`src/hw/rtl/sfp_pkg.sv`:
```
`default_nettype none

package sfp_pkg;

	// Input item selector codes.
	localparam logic [2:0] REQ_IMU      = 3'd0;
	localparam logic [2:0] REQ_LEFT     = 3'd1;
	localparam logic [2:0] REQ_RIGHT    = 3'd2;
	localparam logic [2:0] REQ_SETTINGS = 3'd3;
	localparam logic [2:0] REQ_PACKET   = 3'd4;

	// Positions of words inside their groups.
	localparam logic [2:0] IDX_FIRST    = 3'd0;
	localparam logic [2:0] IDX_SECOND   = 3'd1;
	localparam logic [2:0] IDX_IMU_LAST = 3'd5;

	// Fall direction codes on a packet request.
	localparam logic [1:0] SIDE_FORWARD  = 2'd0;
	localparam logic [1:0] SIDE_BACKWARD = 2'd1;

	// Settings control word bits.
	localparam int unsigned CTRL_REQUEST_BIT = 8;
	localparam int unsigned CTRL_TARE_BIT    = 9;

	// Frame constants.
	localparam logic [23:0] FRAME_HEADER  = 24'h5354F7;
	localparam logic [7:0]  FRAME_TRAILER = 8'h45;
	localparam logic [7:0]  FRAME_FILL    = 8'hFF;
	localparam logic [2:0]  FRAME_LAST    = 3'd6;

	// Stand status characters.
	localparam logic [7:0] STATUS_STAND    = 8'h53;
	localparam logic [7:0] STATUS_FORWARD  = 8'h46;
	localparam logic [7:0] STATUS_BACKWARD = 8'h42;

	// Angle wrap limits in hundredths of a degree.
	localparam logic signed [16:0] HALF_TURN = 17'sd18000;
	localparam logic signed [16:0] FULL_TURN = 17'sd36000;

	typedef struct packed {
		logic [2:0]  req_type;
		logic [31:0] data_word;
		logic [2:0]  word_index;
		logic        stop_walk;
		logic [1:0]  fall_side;
	} item_t;

	typedef struct packed {
		logic [31:0] packet_word;
		logic [2:0]  word_number;
		logic        last_word;
	} frame_word_t;

endpackage

`default_nettype wire

```
`src/hw/rtl/sensor_frame_packer_top.sv`:
```
// Sensor words update the block state at the edge that accepts them; one word per cycle outside frame bursts.
// A packet request, when armed by fresh settings, puts frame word 0 out in the cycle after acceptance and
// then one word per cycle while the consumer takes them: seven words in all.
// During a frame burst new items wait, except in the cycle in which the last word is taken.
// Reset clears control state, angles and pressures to zero and the status to standing.
// The IMU and pressure hold words have no reset value.
`default_nettype none

module sensor_frame_packer_top (
	input  wire logic                clk,
	input  wire logic                arst_n,
	input  wire logic                item_valid,
	output logic                     item_ready,
	input  wire sfp_pkg::item_t      item,
	output logic                     frame_valid,
	input  wire logic                frame_ready,
	output sfp_pkg::frame_word_t     frame
);
	import sfp_pkg::*;

	logic [31:0] imu_w0_q;
	logic [31:0] imu_w1_q;
	logic [31:0] press_w0_q;
	logic [15:0] raw_q [3];
	logic [15:0] offset_q [3];
	logic [15:0] angle_sm_q [3];
	logic [14:0] pressure_q [8];
	logic        req_en_q;
	logic        fresh_q;
	logic [7:0]  status_q;
	logic        busy_q;
	logic [2:0]  cnt_q;

	logic        item_fire;
	logic        frame_fire;
	logic        frame_done;
	logic        start;
	logic        imu_update;
	logic        press_update;
	logic        ctrl_write;
	logic [15:0] raw_d [3];
	logic [15:0] angle_d [3];
	logic [14:0] press_d [4];
	logic [7:0]  status_d;
	logic [175:0] flat;

	function automatic logic [15:0] sm_to_tc(input logic [15:0] h);
		logic [15:0] mag;
		mag = {1'b0, h[14:0]};
		return h[15] ? 16'(-mag) : mag;
	endfunction

	// Subtract the tare offset, wrap into a half turn, return sign-magnitude.
	function automatic logic [15:0] wrap_sm(input logic [15:0] raw, input logic [15:0] off);
		logic signed [16:0] d;
		logic signed [16:0] w;
		logic [15:0]        v;
		logic [15:0]        neg;
		d = 17'(signed'(raw)) - 17'(signed'(off));
		if (d < -HALF_TURN) begin
			w = d + FULL_TURN;
		end else if (d > HALF_TURN) begin
			w = d - FULL_TURN;
		end else begin
			w = d;
		end
		v = w[15:0];
		neg = 16'(-v);
		return v[15] ? {1'b1, neg[14:0]} : v;
	endfunction

	function automatic logic [14:0] press_half(input logic [15:0] h);
		return h[15] ? 15'd0 : h[14:0];
	endfunction

	assign frame_done = frame_fire && (cnt_q == FRAME_LAST);
	assign item_ready = !busy_q || (frame_ready && (cnt_q == FRAME_LAST));
	assign item_fire  = item_valid && item_ready;
	assign frame_fire = frame_valid && frame_ready;

	assign imu_update   = item_fire && item.req_type == REQ_IMU &&
		item.word_index == IDX_IMU_LAST && imu_w0_q != imu_w1_q;
	assign press_update = item_fire && (item.req_type == REQ_LEFT ||
		item.req_type == REQ_RIGHT) && item.word_index == IDX_SECOND;
	assign ctrl_write   = item_fire && item.req_type == REQ_SETTINGS &&
		item.word_index == IDX_SECOND;
	assign start        = item_fire && item.req_type == REQ_PACKET && req_en_q && fresh_q;

	always_comb begin
		raw_d[0] = sm_to_tc(imu_w0_q[31:16]);
		raw_d[1] = sm_to_tc(imu_w0_q[15:0]);
		raw_d[2] = sm_to_tc(imu_w1_q[31:16]);
		for (int i = 0; i < 3; i++) begin
			angle_d[i] = wrap_sm(raw_d[i], offset_q[i]);
		end
		press_d[0] = press_half(press_w0_q[31:16]);
		press_d[1] = press_half(press_w0_q[15:0]);
		press_d[2] = press_half(item.data_word[31:16]);
		press_d[3] = press_half(item.data_word[15:0]);
	end

	always_comb begin
		status_d = STATUS_STAND;
		if (item.stop_walk) begin
			case (item.fall_side)
				SIDE_FORWARD:  status_d = STATUS_FORWARD;
				SIDE_BACKWARD: status_d = STATUS_BACKWARD;
				default:       status_d = status_q;
			endcase
		end
	end

	// The user must write hold words before they are read; the block itself does not enforce this.
	always_ff @(posedge clk) begin
		if (item_fire && item.req_type == REQ_IMU) begin
			if (item.word_index == IDX_FIRST) begin
				imu_w0_q <= item.data_word;
			end
			if (item.word_index == IDX_SECOND) begin
				imu_w1_q <= item.data_word;
			end
		end
		if (item_fire && (item.req_type == REQ_LEFT || item.req_type == REQ_RIGHT) &&
			item.word_index == IDX_FIRST) begin
			press_w0_q <= item.data_word;
		end
	end

	always_ff @(posedge clk or negedge arst_n) begin
		if (!arst_n) begin
			for (int i = 0; i < 3; i++) begin
				raw_q[i]      <= '0;
				offset_q[i]   <= '0;
				angle_sm_q[i] <= '0;
			end
			for (int i = 0; i < 8; i++) begin
				pressure_q[i] <= '0;
			end
			req_en_q <= 1'b0;
			fresh_q  <= 1'b0;
			status_q <= STATUS_STAND;
			busy_q   <= 1'b0;
			cnt_q    <= '0;
		end else begin
			if (imu_update) begin
				for (int i = 0; i < 3; i++) begin
					raw_q[i]      <= raw_d[i];
					angle_sm_q[i] <= angle_d[i];
				end
			end
			if (press_update) begin
				for (int i = 0; i < 4; i++) begin
					if (item.req_type == REQ_LEFT) begin
						pressure_q[i] <= press_d[i];
					end else begin
						pressure_q[i + 4] <= press_d[i];
					end
				end
			end
			if (ctrl_write) begin
				req_en_q <= item.data_word[CTRL_REQUEST_BIT];
				fresh_q  <= 1'b1;
				if (item.data_word[CTRL_TARE_BIT]) begin
					for (int i = 0; i < 3; i++) begin
						offset_q[i] <= raw_q[i];
					end
				end
			end
			if (start) begin
				status_q <= status_d;
				fresh_q  <= 1'b0;
				busy_q   <= 1'b1;
				cnt_q    <= '0;
			end else begin
				if (frame_done) begin
					busy_q <= 1'b0;
				end
				if (frame_fire) begin
					cnt_q <= cnt_q + 3'd1;
				end
			end
		end
	end

	// Frame byte stream: three angles then eight pressures, high byte first.
	assign flat = {angle_sm_q[0], angle_sm_q[1], angle_sm_q[2],
		1'b0, pressure_q[0], 1'b0, pressure_q[1], 1'b0, pressure_q[2], 1'b0, pressure_q[3],
		1'b0, pressure_q[4], 1'b0, pressure_q[5], 1'b0, pressure_q[6], 1'b0, pressure_q[7]};

	assign frame_valid = busy_q;

	always_comb begin
		frame.word_number = cnt_q;
		frame.last_word   = (cnt_q == FRAME_LAST);
		case (cnt_q)
			3'd0:    frame.packet_word = {FRAME_HEADER, flat[175:168]};
			3'd1:    frame.packet_word = flat[167:136];
			3'd2:    frame.packet_word = {flat[135:128], status_q, FRAME_FILL, flat[127:120]};
			3'd3:    frame.packet_word = flat[119:88];
			3'd4:    frame.packet_word = flat[87:56];
			3'd5:    frame.packet_word = flat[55:24];
			default: frame.packet_word = {flat[23:0], FRAME_TRAILER};
		endcase
	end

endmodule

`default_nettype wire

```
`config.mk`:
```
export PLATFORM = sky130hd
export DESIGN_NAME = sensor_frame_packer_top
export DESIGN_NICKNAME = d
export VERILOG_FILES = /design/src/hw/rtl/sfp_pkg.sv /design/src/hw/rtl/sensor_frame_packer_top.sv
export SDC_FILE = /design/constraint.sdc
export NUM_CORES = 1
export LEC_CHECK = 0
export ABC_AREA = 1
export BUFFER_PORTS_ARGS = -buffer_cell sky130_fd_sc_hd__buf_2
export CORE_MARGIN = 2
export CORE_UTILIZATION = 63
export DETAILED_ROUTE_END_ITERATION = 7
export GPL_ROUTABILITY_DRIVEN = 0
export PLACE_DENSITY = 0.81
export SLEW_MARGIN = 30
export SYNTH_ARGS = -nofsm -noshare
export SYNTH_HDL_FRONTEND = slang
export SYNTH_SLANG_ARGS = --single-unit
```
`constraint.sdc`:
```
create_clock -name clk -period 5.3 [get_ports clk]
set_clock_uncertainty 0.2 [all_clocks]
set_input_delay 0.265 -clock clk [delete_from_list [all_inputs] [get_ports clk]]
set_output_delay 0.265 -clock clk [all_outputs]
set_load 0.01 [all_outputs]
```
==> results of run 1 <==
-- cell type report --
| type | instances | area, sq um |
|---|---|---|
| Tap cell | 461 | 577 |
| Clock inverter | 24 | 287 |
| Multi-Input combinational cell | 2062 | 10900 |
| Timing Repair Buffer | 154 | 1110 |
| Clock buffer | 49 | 1090 |
| Inverter | 511 | 1920 |
| Fill cell | 2633 | 9980 |
| Sequential cell | 368 | 9690 |
-- layout by cell type, fill, tap and decap left out, types with 43 or more instances in the layout --
master	instances
mux2_2	45
o21ai_0	217
ha_1	70
nor2_1	210
dlygate4sd3_1	43
edfxtp_1	96
inv_1	493
dfrtp_1	271
nand2_1	883
a21oi_1	49
xor2_1	60
nand3_1	198
nand2_2	46
buf_2	81
-- power by group --
group | switching [mW] | internal (mW)
combinational | 2.50 | 1.20
clock | 1.22 | 1.68
sequential | 0.214 | 3.27
-- metrics by stage --
step	cell area (sq um)	TNS, ns	cells	setup slack [ns]
after floorplan	22800	0	3022	1.19
after global placement	23600	0	3504	0.413
after detailed placement	23600	0	3504	0.0812
after CTS	25400	0	3620	0.0979
after global routing	25600	-0.681	3629	-0.143
final	25600	0	3629	0.219
-- worst paths after layout --
kind,to,cells past startpoint
max,angle_sm_q[46]$_DFFE_PN0P_,30
max reg2reg,angle_sm_q[46]$_DFFE_PN0P_,30
min reg2reg,offset_q[42]$_DFFE_PN0P_,2
min in group asynchronous,raw_q[9]$_DFFE_PN0P_,2
max in group asynchronous,angle_sm_q[24]$_DFFE_PN0P_,3
min,fresh_q$_DFFE_PN0P_,5
-- sequential cells by signal, indices dropped and copies added, names as in the netlist --
signal and flops:
fresh_q 1, imu_w0_q 32, frame_valid 1, cnt_q 3, imu_w1_q 32, angle_sm_q 48, raw_q 48, offset_q 48
flat 120, req_en_q 1, status_q 2, press_w0_q 32
-- cell families (layout without fill, tap and decap cells) --
kind of cell	after synthesis	after routing	share of synthesized area [%]
multiplexers	45	45	2.23
flip-flops	368	368	42.6
AO/OA/AOI/OAI	390	390	10.0
adder cells (fa/ha/maj)	74	74	4.17
AND/OR/NAND/NOR	1461	1461	27.4
buffers and inverters	592	738	10.1
XOR/XNOR	92	92	3.54
-- worst register-to-register path: cells and delay by family, from the launching register on --
kind,cells,cell delay [ns]
adder cells (fa/ha/maj),2,0.55
XOR/XNOR,1,0.28
buffers and inverters,2,0.18
AND/OR/NAND/NOR,23,2.92
AO/OA/AOI/OAI,2,0.37
flip-flops,1,0.49
-- layer usage --
layer	GRT usage (%)	vias up	wire, um
met5	0	-	0
met4	13.0	0	2430
met3	5.69	189	6700
met2	54.9	1257	29600
met1	46.0	9901	25800
li1	-	9851	-
-- timing repair --
item,in CTS,in global routing
hold buffers,43,0
gates resized for setup,0,24
endpoints found under the setup margin,0,30
setup buffers,0,9
endpoints found under the hold margin,243,0
==> flow_summary.yaml, run 1 <==
route:
  postRouteAntennaNets: 0
  wl_per_cell_um: 17.8
  wl_um: 64600
  drc: 0
  num_vias: 21200
  firstDrtPassIters: 8
  drtIter0Drc: 2424
  viasPerCell: 5.84
sta:
  timing.hold.ws_ns: 0.0334
  hold_viol_final: 0
  fin_crit_ns: 5.08
  slew_violations: 0
  max_freq_ghz: 0.197
  finalSetupViolations: 0
  period_share_pct: 95.9
  slew_headroom_pct: 34.1
  worstMarginPinSlew_ns: 0.988
worst_setup_path:
  critPathArrivalTime_ns: 5.34
  r2r_start: "imu_w0_q[17]$_DFFE_PP_"
  cp_slowest_cell: "edfxtp_1"
  critPathBufInv: 2
  critPathTopFamily: "simple AND/OR/NAND/NOR gates"
  path_max_fanout: 11
  critPathLaunch: "imu_w0_q[17]$_DFFE_PP_"
  cpMostUsedCell: "nand2_1"
  endpoint_kind: "flop"
  slowest_delay_ns: 0.49
  critPathKind: "flop to flop"
  cp-start-kind: "flop"
  crit_required_ns: 5.56
  reg2reg_slack_ns: 0.22
floorplan:
  die_y_um: 194
  core-area_sq_um: 35600
  rows: 69
  die_w_um: 194
  start_util_pct: 64.0
  design.die.area_sq_um: 37700
  io_pins: 83
place:
  hpwl_um: 44300
  portBuffers: 82
yosys:
  yosysSeqAreaShare_pct: 42.6
  synthTopCellsByCount: "889 x nand2_1, 497 x inv_1, 271 x dfrtp_1, 218 x o21ai_0, 216 x nor2_1"
  netlist.area_leader.share_pct: 29.8
  ys_ff_latch: 368
  yosys.area.top_type: "dfrtp_1"
  netlist-cell-type-count: 55
  synth_warnings: 0
  yosysMostFrequentCell: "nand2_1"
  ys_top_cells_by_area: "dfrtp_1 30%, nand2_1 15%, edfxtp_1 13%, inv_1 8.2%, o21ai_0 4.8%"
  synthCells: 3022
  syn_area_sq_um: 22800
  synth_edf_count: 96
  ys.flop_type: "dfrtp_1"
  syn-num-nets: 3141
  async_flop_share_pct: 73.9
  syn_area_per_cell_sq_um: 7.53
min_path:
  hold_start: "item[39]"
  hp-class: "input port to flop"
global_route:
  grt_max_degree: 126
  antenna_found_initial: 0
  grt_pass1_wl_um: 103000
  track_usage_pct: 33.9
  overflow: 0
  grt_pass1_vias: 20400
outcome:
  outcome: "completed"
cts:
  cts_buffers: 40
  htreeDepth: 2
  cts_buffer_depth: 3
  clock_latency_ns: 0.59
  cts.clk_slew.worst_paths_ns: 0.07
  clkSinkCount: 368
  cts_tree: "built"
  cts-root-buf: "clkbuf_16"
pwr:
  fin_total_pwr_mw: 10.1
  cellPowerDensity_nw_per_um2: 394
  peakVddDrop_mv: 0.424
  p_leak_nw: 13.0
layout:
  final_nets: 3256
  drive_above_1_share_pct: 11.2
  n_antenna_cell: 0
  area.growth.synth_to_final_pct: 12.4
  final_util_pct: 71.9
flow_run:
  max-cap-violations: 0
Power figures use the tool's default switching activity.
==> run 2: changes to the inputs <==
- CORE_MARGIN: 2 -> unset
==> flow_summary.yaml, run 2 (synthesized netlist as in run 1, its figures left out) <==
outcome:
  outcome: "completed"
floorplan:
  design.die.area_sq_um: 36900
  rows: 69
  core-area_sq_um: 35600
  die_w_um: 192
  die_y_um: 192
  start_util_pct: 64.0
  io_pins: 83
cts:
  clock_latency_ns: 0.59
  htreeDepth: 2
  cts_buffers: 40
  cts_buffer_depth: 3
  cts.clk_slew.worst_paths_ns: 0.06
  clkSinkCount: 368
  cts-root-buf: "clkbuf_16"
  cts_tree: "built"
route:
  wl_per_cell_um: 17.3
  drt-met1-wl_um: 26000
  num_vias: 21000
  drtIter0Drc: 2283
  wl_um: 62900
  top_layer_used: "met5"
  postRouteAntennaNets: 0
  wl_met2_um: 28300
  firstDrtPassIters: 8
  route.met3.wl_um: 6600
  drc: 0
  viasPerCell: 5.80
global_route:
  overflow: 0
  grt_max_degree: 146
  grt_pass1_vias: 19900
  antenna_found_initial: 2
  grt_pass1_wl_um: 101000
  track_usage_pct: 35.0
worst_setup_path:
  slowest_delay_ns: 0.45
  reg2reg_to: "angle_sm_q[46]$_DFFE_PN0P_"
  cp-start-kind: "flop"
  cp_slowest_cell: "edfxtp_1"
  critPathArrivalTime_ns: 5.17
  endpoint_kind: "flop"
  r2r_cells: 28
  critPathKind: "flop to flop"
  cpMostUsedCell: "nand2_1"
  critPathLaunch: "imu_w0_q[16]$_DFFE_PP_"
  crit_required_ns: 5.57
  reg2reg_slack_ns: 0.40
  path_max_fanout: 11
  r2r_start: "imu_w0_q[16]$_DFFE_PP_"
layout:
  final_nets: 3251
  area.growth.synth_to_final_pct: 11.8
  final_util_pct: 71.5
  final_area_sq_um: 25400
  mostFrequentLayoutCell: "nand2_1"
  final_cell_mix: "886 x nand2_1, 495 x inv_1, 271 x dfrtp_1"
  n_antenna_cell: 0
  largest_register_ffs: 120
  drive_above_1_share_pct: 10.7
  fillCellCount: 2650
place:
  portBuffers: 82
  hpwl_um: 43200
  place_area_sq_um: 23600
flow_run:
  max-cap-violations: 0
min_path:
  hold_depth: 4
  hold-path-endpoint: "cnt_q[2]$_DFFE_PN0P_"
  hold_start: "item[40]"
  hp-class: "input port to flop"
sta:
  finalSetupViolations: 0
  slew_violations: 0
  hold_viol_final: 0
  period_share_pct: 92.5
  timing.hold.ws_ns: 0.0370
  fin_crit_ns: 4.90
  max_freq_ghz: 0.204
  worstMarginPinSlew_ns: 1.04
  slew_headroom_pct: 29.8
pwr:
  p_leak_nw: 12.9
  cellPowerDensity_nw_per_um2: 393
  peakVddDrop_mv: 0.430
run 2: repair_timing:
item	CTS	global route
setup buffers	0	6
endpoints found under the hold margin	233	0
endpoints found under the setup margin	0	27
hold buffers	43	0
resized for setup	0	10
run 2: worst max path at each step:
stage                                  to  cells after the start
4_1_cts        angle_sm_q[46]$_DFFE_PN0P_                     28
5_1_grt        angle_sm_q[46]$_DFFE_PN0P_                     28
3_5_place_dp   angle_sm_q[46]$_DFFE_PN0P_                     28
2_1_floorplan   angle_sm_q[4]$_DFFE_PN0P_                     34
3_3_place_gp   angle_sm_q[46]$_DFFE_PN0P_                     30
6_report       angle_sm_q[46]$_DFFE_PN0P_                     28
run 2: worst max-delay path, delay by kind of cell, from the launching register on:
kind | cells | cell delay, ns
AO/OA/AOI/OAI | 2 | 0.44
XOR/XNOR | 1 | 0.29
adder cells (fa/ha/maj) | 1 | 0.38
buffers and inverters | 1 | 0.09
flip-flops | 1 | 0.45
AND/OR/NAND/NOR | 23 | 2.94
run 2: final cells by class:
| cell class | instances | area [sq um] | share of cell area, % |
|---|---|---|---|
| flip-flops and latches | 368 | 9690 | 38.1 |
| multi-input cells | 2062 | 10900 | 42.7 |
| clock buffers | 49 | 1040 | 4.11 |
| clock inverters | 25 | 284 | 1.12 |
| repair buffers | 149 | 1060 | 4.15 |
| inverters | 511 | 1920 | 7.56 |
| well taps | 461 | 577 | 2.27 |
run 2: through the flow:
step / worst slack, ns / power [mW] / cells / setup TNS [ns]
global placement: 0.295 / 6.88 / 3502 / 0
global route: -0.0510 / 10.5 / 3625 / -0.0881
detailed placement: 0.166 / 6.99 / 3502 / 0
finish: 0.398 / 10.0 / 3625 / 0
CTS: 0.110 / 9.88 / 3619 / 0
floorplan: 1.19 / 5.94 / 3022 / 0
run 2: report_power, final:
group	total (mW)	leakage, nW	internal [mW]	switching [mW]
logic	3.67	8.13	1.20	2.47
registers	3.49	4.14	3.27	0.216
clock network	2.84	0.643	1.62	1.22
total	10.0	12.9	6.09	3.91
run 2: per-layer routing:
metal | vias to the layer above | track usage (%)
met3 | 159 | 6.01
met5 | - | 0
met4 | 4 | 14.0
li1 | 9848 | -
met2 | 1165 | 55.0
met1 | 9834 | 48.2
